[src/design/fscan_pkg.sv]
`default_nettype none
package fscan_pkg;

  localparam int unsigned ARRIVAL_W  = 32;
  localparam int unsigned TRACK_W    = 9;
  localparam int unsigned SECTOR_W   = 4;
  localparam int unsigned COUNT_W    = 4;
  localparam int unsigned TAG_W      = 8;
  localparam int unsigned TIME_W     = 32;
  localparam int unsigned LARGEST_W  = 7;
  localparam int unsigned CFG_IDX_W  = 2;
  localparam int unsigned CFG_DATA_W = 16;
  localparam int unsigned REQ_W      = ARRIVAL_W + TRACK_W + SECTOR_W + 1 + COUNT_W + TAG_W;

  localparam logic CMD_SUBMIT = 1'b0;
  localparam logic CMD_SERVE  = 1'b1;

  localparam logic [1:0] STAT_ACCEPTED = 2'd0;
  localparam logic [1:0] STAT_DROPPED  = 2'd1;
  localparam logic [1:0] STAT_SERVED   = 2'd2;
  localparam logic [1:0] STAT_EMPTY    = 2'd3;

  localparam logic [CFG_IDX_W-1:0] REG_SEEK_TIME   = 2'd0;
  localparam logic [CFG_IDX_W-1:0] REG_SECTOR_TIME = 2'd1;
  localparam logic [CFG_IDX_W-1:0] REG_WRITE_TIME  = 2'd2;

  typedef struct packed {
    logic [ARRIVAL_W-1:0] arrival;
    logic [TRACK_W-1:0]   track;
    logic [SECTOR_W-1:0]  sector;
    logic                 is_write;
    logic [COUNT_W-1:0]   count_m1;
    logic [TAG_W-1:0]     tag;
  } fscan_req_t;

  typedef enum logic [3:0] {
    ST_IDLE,
    ST_SUBMIT,
    ST_SERVE,
    ST_JUMP,
    ST_FRZ_CHK,
    ST_FRZ_WAIT,
    ST_FRZ_END,
    ST_SCAN,
    ST_SEEK,
    ST_DIV_INIT,
    ST_DIV,
    ST_WAIT,
    ST_SUM,
    ST_FINISH
  } fscan_state_e;

  typedef struct packed {
    logic capture;
    logic submit;
    logic drop;
    logic empty_rsp;
    logic jump;
    logic frz_take;
    logic frz_end;
    logic scan_clear;
    logic scan_step;
    logic seek;
    logic div_init;
    logic div_step;
    logic wait_calc;
    logic sum;
    logic finish;
  } fscan_cmd_t;

  typedef struct packed {
    logic queue_full;
    logic queue_empty;
    logic batch_empty;
    logic frz_take;
    logic scan_done;
    logic div_done;
  } fscan_sts_t;

endpackage
`default_nettype wire

[src/design/fscan_ctrl.sv]
`default_nettype none
module fscan_ctrl (
  input  wire logic                    clk_i,
  input  wire logic                    rst_ni,
  input  wire logic                    start_i,
  input  wire logic                    command_i,
  input  wire fscan_pkg::fscan_sts_t   sts_i,
  output fscan_pkg::fscan_cmd_t        cmd_o,
  output logic                         busy_o
);

  fscan_pkg::fscan_state_e state_q, state_d;

  always_ff @(posedge clk_i or negedge rst_ni) begin
    if (!rst_ni) begin
      state_q <= fscan_pkg::ST_IDLE;
    end else begin
      state_q <= state_d;
    end
  end

  always_comb begin
    state_d = state_q;
    cmd_o   = '0;
    case (state_q)
      fscan_pkg::ST_IDLE: begin
        if (start_i) begin
          cmd_o.capture = 1'b1;
          state_d = (command_i == fscan_pkg::CMD_SERVE) ? fscan_pkg::ST_SERVE
                                                         : fscan_pkg::ST_SUBMIT;
        end
      end
      fscan_pkg::ST_SUBMIT: begin
        if (sts_i.queue_full) begin
          cmd_o.drop = 1'b1;
        end else begin
          cmd_o.submit = 1'b1;
        end
        state_d = fscan_pkg::ST_IDLE;
      end
      fscan_pkg::ST_SERVE: begin
        if (sts_i.batch_empty && sts_i.queue_empty) begin
          cmd_o.empty_rsp = 1'b1;
          state_d = fscan_pkg::ST_IDLE;
        end else if (sts_i.batch_empty) begin
          state_d = fscan_pkg::ST_JUMP;
        end else begin
          cmd_o.scan_clear = 1'b1;
          state_d = fscan_pkg::ST_SCAN;
        end
      end
      fscan_pkg::ST_JUMP: begin
        cmd_o.jump = 1'b1;
        state_d = fscan_pkg::ST_FRZ_CHK;
      end
      fscan_pkg::ST_FRZ_CHK: begin
        if (sts_i.frz_take) begin
          cmd_o.frz_take = 1'b1;
          state_d = fscan_pkg::ST_FRZ_WAIT;
        end else begin
          state_d = fscan_pkg::ST_FRZ_END;
        end
      end
      // new queue head is being read
      fscan_pkg::ST_FRZ_WAIT: state_d = fscan_pkg::ST_FRZ_CHK;
      fscan_pkg::ST_FRZ_END: begin
        cmd_o.frz_end    = 1'b1;
        cmd_o.scan_clear = 1'b1;
        state_d = fscan_pkg::ST_SCAN;
      end
      fscan_pkg::ST_SCAN: begin
        cmd_o.scan_step = 1'b1;
        if (sts_i.scan_done) begin
          state_d = fscan_pkg::ST_SEEK;
        end
      end
      fscan_pkg::ST_SEEK: begin
        cmd_o.seek = 1'b1;
        state_d = fscan_pkg::ST_DIV_INIT;
      end
      fscan_pkg::ST_DIV_INIT: begin
        cmd_o.div_init = 1'b1;
        state_d = fscan_pkg::ST_DIV;
      end
      fscan_pkg::ST_DIV: begin
        if (sts_i.div_done) begin
          state_d = fscan_pkg::ST_WAIT;
        end else begin
          cmd_o.div_step = 1'b1;
        end
      end
      fscan_pkg::ST_WAIT: begin
        cmd_o.wait_calc = 1'b1;
        state_d = fscan_pkg::ST_SUM;
      end
      fscan_pkg::ST_SUM: begin
        cmd_o.sum = 1'b1;
        state_d = fscan_pkg::ST_FINISH;
      end
      fscan_pkg::ST_FINISH: begin
        cmd_o.finish = 1'b1;
        state_d = fscan_pkg::ST_IDLE;
      end
      default: state_d = fscan_pkg::ST_IDLE;
    endcase
  end

  assign busy_o = (state_q != fscan_pkg::ST_IDLE);

`ifndef SYNTHESIS
  assert property (@(posedge clk_i) disable iff (!rst_ni)
    (cmd_o.finish || cmd_o.submit || cmd_o.drop || cmd_o.empty_rsp)
      |=> state_q == fscan_pkg::ST_IDLE)
    else $error("no return to idle after a result");

  assert property (@(posedge clk_i) disable iff (!rst_ni)
    (state_q == fscan_pkg::ST_DIV && !sts_i.div_done) |=> state_q == fscan_pkg::ST_DIV)
    else $error("remainder unit left before it finished");
`endif

endmodule
`default_nettype wire

[config.mk]
export PLATFORM = sky130hd
export DESIGN_NAME = fscan_ctrl
export DESIGN_NICKNAME = d
export VERILOG_FILES = /design/src/design/fscan_pkg.sv /design/src/design/fscan_ctrl.sv
export SDC_FILE = /design/constraint.sdc
export NUM_CORES = 1
export LEC_CHECK = 0
export BUFFER_PORTS_ARGS = -buffer_cell sky130_fd_sc_hd__buf_2
export CORE_AREA = 4 4 41 43
export DETAILED_ROUTE_END_ITERATION = 6
export DIE_AREA = 0 0 45 47
export SYNTH_ARGS = -nofsm -noshare
export SYNTH_HDL_FRONTEND = slang
export SYNTH_SLANG_ARGS = --single-unit
[constraint.sdc]
create_clock -name clk_i -period 1.8 [get_ports clk_i]
set_clock_uncertainty 0.15 [all_clocks]
set_input_delay 0.27 -clock clk_i [delete_from_list [all_inputs] [get_ports clk_i]]
set_output_delay 0.27 -clock clk_i [all_outputs]
set_load 0.01 [all_outputs]
==> run summary <==
GRT overflow -> 0
Max-cap check violation count -> 0
Post-synth ARST share -> 100.0%
Slew Limit Fails -> 0
CP Max Fanout -> 12
Syn Nets -> 75
Startpoint Class -> flip-flop
Final setup viols -> 0
Max reg flops -> 4
Worst-Skew Late Latency -> 0.24 ns
FF+latch area -> 105.1 um2
Die Span Y -> 47 um
Ys Warns -> 0
Root buf cell -> clkbuf_4
Data required, critical path -> 1.38 ns
Largest register by flop count -> state_q
Clock slew at reported path FFs -> 0.04 ns
First-pass GRT wire length -> 2221 um
Fin Setup TNS -> 0 ns
Final ANT Viol Nets -> 0
Die X -> 45 um
Fillers -> 141
Multi-input gate area -> 331.6 um2
Worst vdd ir -> 0.0007643 V
Largest net degree at the start of global routing -> 13
Largest family of logic cells by synthesized area -> simple AND/OR/NAND/NOR gates
Static leakage -> 0.3258 nW
Fmax achieved -> 579.5 MHz
Sequential area share after synthesis -> 22.16%
Power Total -> 1.130 mW
Post-synthesis compound-gate area fraction -> 26.87%
IO Count -> 26
GRT Overall Usage -> 14.40%
Synthesized flop and latch total -> 4
Element type at the critical path end -> primary output
Setup CP Type -> flip-flop to primary output
Mux contribution to synthesized area -> 0%
Hold Path Class -> input port to flip-flop
Tmin final -> 1.726 ns
Initial antenna violation count -> 0
Drt drc -> 0
P per Cell Area -> 1688 mW/mm2
Placed instance area -> 588.1 um2
Final core occ -> 51.44%
Final Wtd Congestion -> 0.8544
NumNets Final -> 107
Post-synthesis simple-gate area fraction -> 40.17%
Initial drt markers -> 12
Period utilization -> 95.86%
Post-Syn Instances -> 65
Worst-Margin Slew -> 0.2393 ns
Synth unique cells -> 27
Post-synthesis xor/xnor area fraction -> 0%
Avg Inst Size Synth -> 6.949 um2
Core ar. -> 0.001301 mm2
Vias in the first global route -> 555
Post-DP HPWL -> 1055 um
Adder-cell share of the synthesized area -> 0%
Synth top area share -> 22.16%
Status -> finished clean
Synth top area cells -> dfrtp_1, nor2_1, nand2b_1
Clk sink count -> 4
Layout cells sized above 1 -> 53.68%
DRT Wirelength -> 1430 um
CTS tree -> yes
Mapped cell area -> 451.7 um2
Leading area contributor after synthesis -> dfrtp_1
Main synth FF type -> dfrtp_1
Starting Density -> 34.71%
Max Buffers Root-to-Sink -> 2
Relative max-transition margin -> 84.05%
Top post-synthesis cells by count -> nor2_1, a21oi_1, nand2_1
Buffers on Ports -> 25
Unrepaired setup endpoints after global routing -> yes
Fin area -> 669.4 um2
Wire per inst -> 13.00 um
Count leader, synth -> nor2_1
Layout area overhead -> 48.20%
Antenna Cells -> 0
First drt pass iteration count -> 4
Rows -> 13
Crit path DAT -> 1.31 ns
Largest registers -> state_q x4
Total CTS buffers -> 3
Final hold violation count -> 0
DR vias -> 611
DIE AREA -> 0.002115 mm2
EDFF count, synth -> 0
H-tree depth -> 1
Vias per cell -> 5.555
per-layer routing:
layer / wire length [um] / vias up / GRT usage, %
li1: - / 290 / -
met1: 580 / 279 / 15.53
met2: 703 / 40 / 24.58
met3: 136 / 2 / 6.513
met4: 10 / 0 / 5.848
met5: 0 / - / 0
per-stage QoR:
stage | hold slack, ns | setup slack (ns) | cells
floorplan | -0.1756 | 0.2170 | 65
global placement | -0.06856 | 0.2459 | 104
detailed placement | -0.06866 | 0.2379 | 104
CTS | 0.1415 | 0.01466 | 108
global route | 0.1407 | -0.007276 | 110
finish | 0.1487 | 0.07449 | 110
final timing paths:
check / start / end / slack [ns] / cells past startpoint
max in group asynchronous: rst_ni / state_q[1] / 1.14 / 2
min: sts_i[1] / state_q[0] / 0.15 / 2
max reg2reg: state_q[2] / state_q[0] / 0.21 / 5
min in group asynchronous: rst_ni / state_q[3] / 0.23 / 2
min reg2reg: state_q[0] / state_q[2] / 0.48 / 2
max: state_q[3] / cmd_o[6] / 0.07 / 3
placed cells by master (no fill, tap or decap), types with 2 or more instances in the layout:
cell	netlist	routed
buf_4	0	6
nor2_2	0	3
inv_1	2	2
nor3_1	5	5
nand2b_4	1	2
buf_2	3	25
o21ai_0	2	2
nand2b_1	5	2
dfrtp_2	0	4
a21oi_1	6	6
clkbuf_4	0	3
nor2_1	13	10
nand2b_2	0	2
nand2_1	6	6
logic make-up after synthesis:
family                 Yosys count
AND/OR/NAND/NOR                 36
buffers and inverters            8
flip-flops                       4
AO/OA/AOI/OAI                   17
worst max-delay path, stage by stage (launching register included):
cell and delay, ns:
dfrtp_2 0.49, nand2b_2 0.26, nor2_2 0.17, buf_2 0.15
power breakdown:
group	switching, mW	leakage (nW)	internal [mW]
clock	0.0375	0.0138	0.0746
combinational	0.405	0.266	0.356
sequential	0.114	0.0456	0.143
total	0.557	0.326	0.573
final cells by class:
| cell class | count | area share, % |
|---|---|---|
| multi-input cells | 53 | 49.53 |
| repair buffers | 32 | 26.92 |
| flip-flops and latches | 4 | 15.70 |
| clock buffers | 3 | 3.364 |
| well taps | 15 | 2.804 |
| inverters | 3 | 1.682 |
repair_timing:
| action | CTS | global route |
|---|---|---|
| gates resized for setup | 5 | 7 |
| hold endpoints to repair | 4 | 0 |
| endpoints found under the setup margin | 4 | 7 |
| pin swaps | 0 | 0 |
| setup buffers | 0 | 2 |
| cloned | 0 | 0 |
| hold buffers | 1 | 0 |
Power figures use the tool's default switching activity.
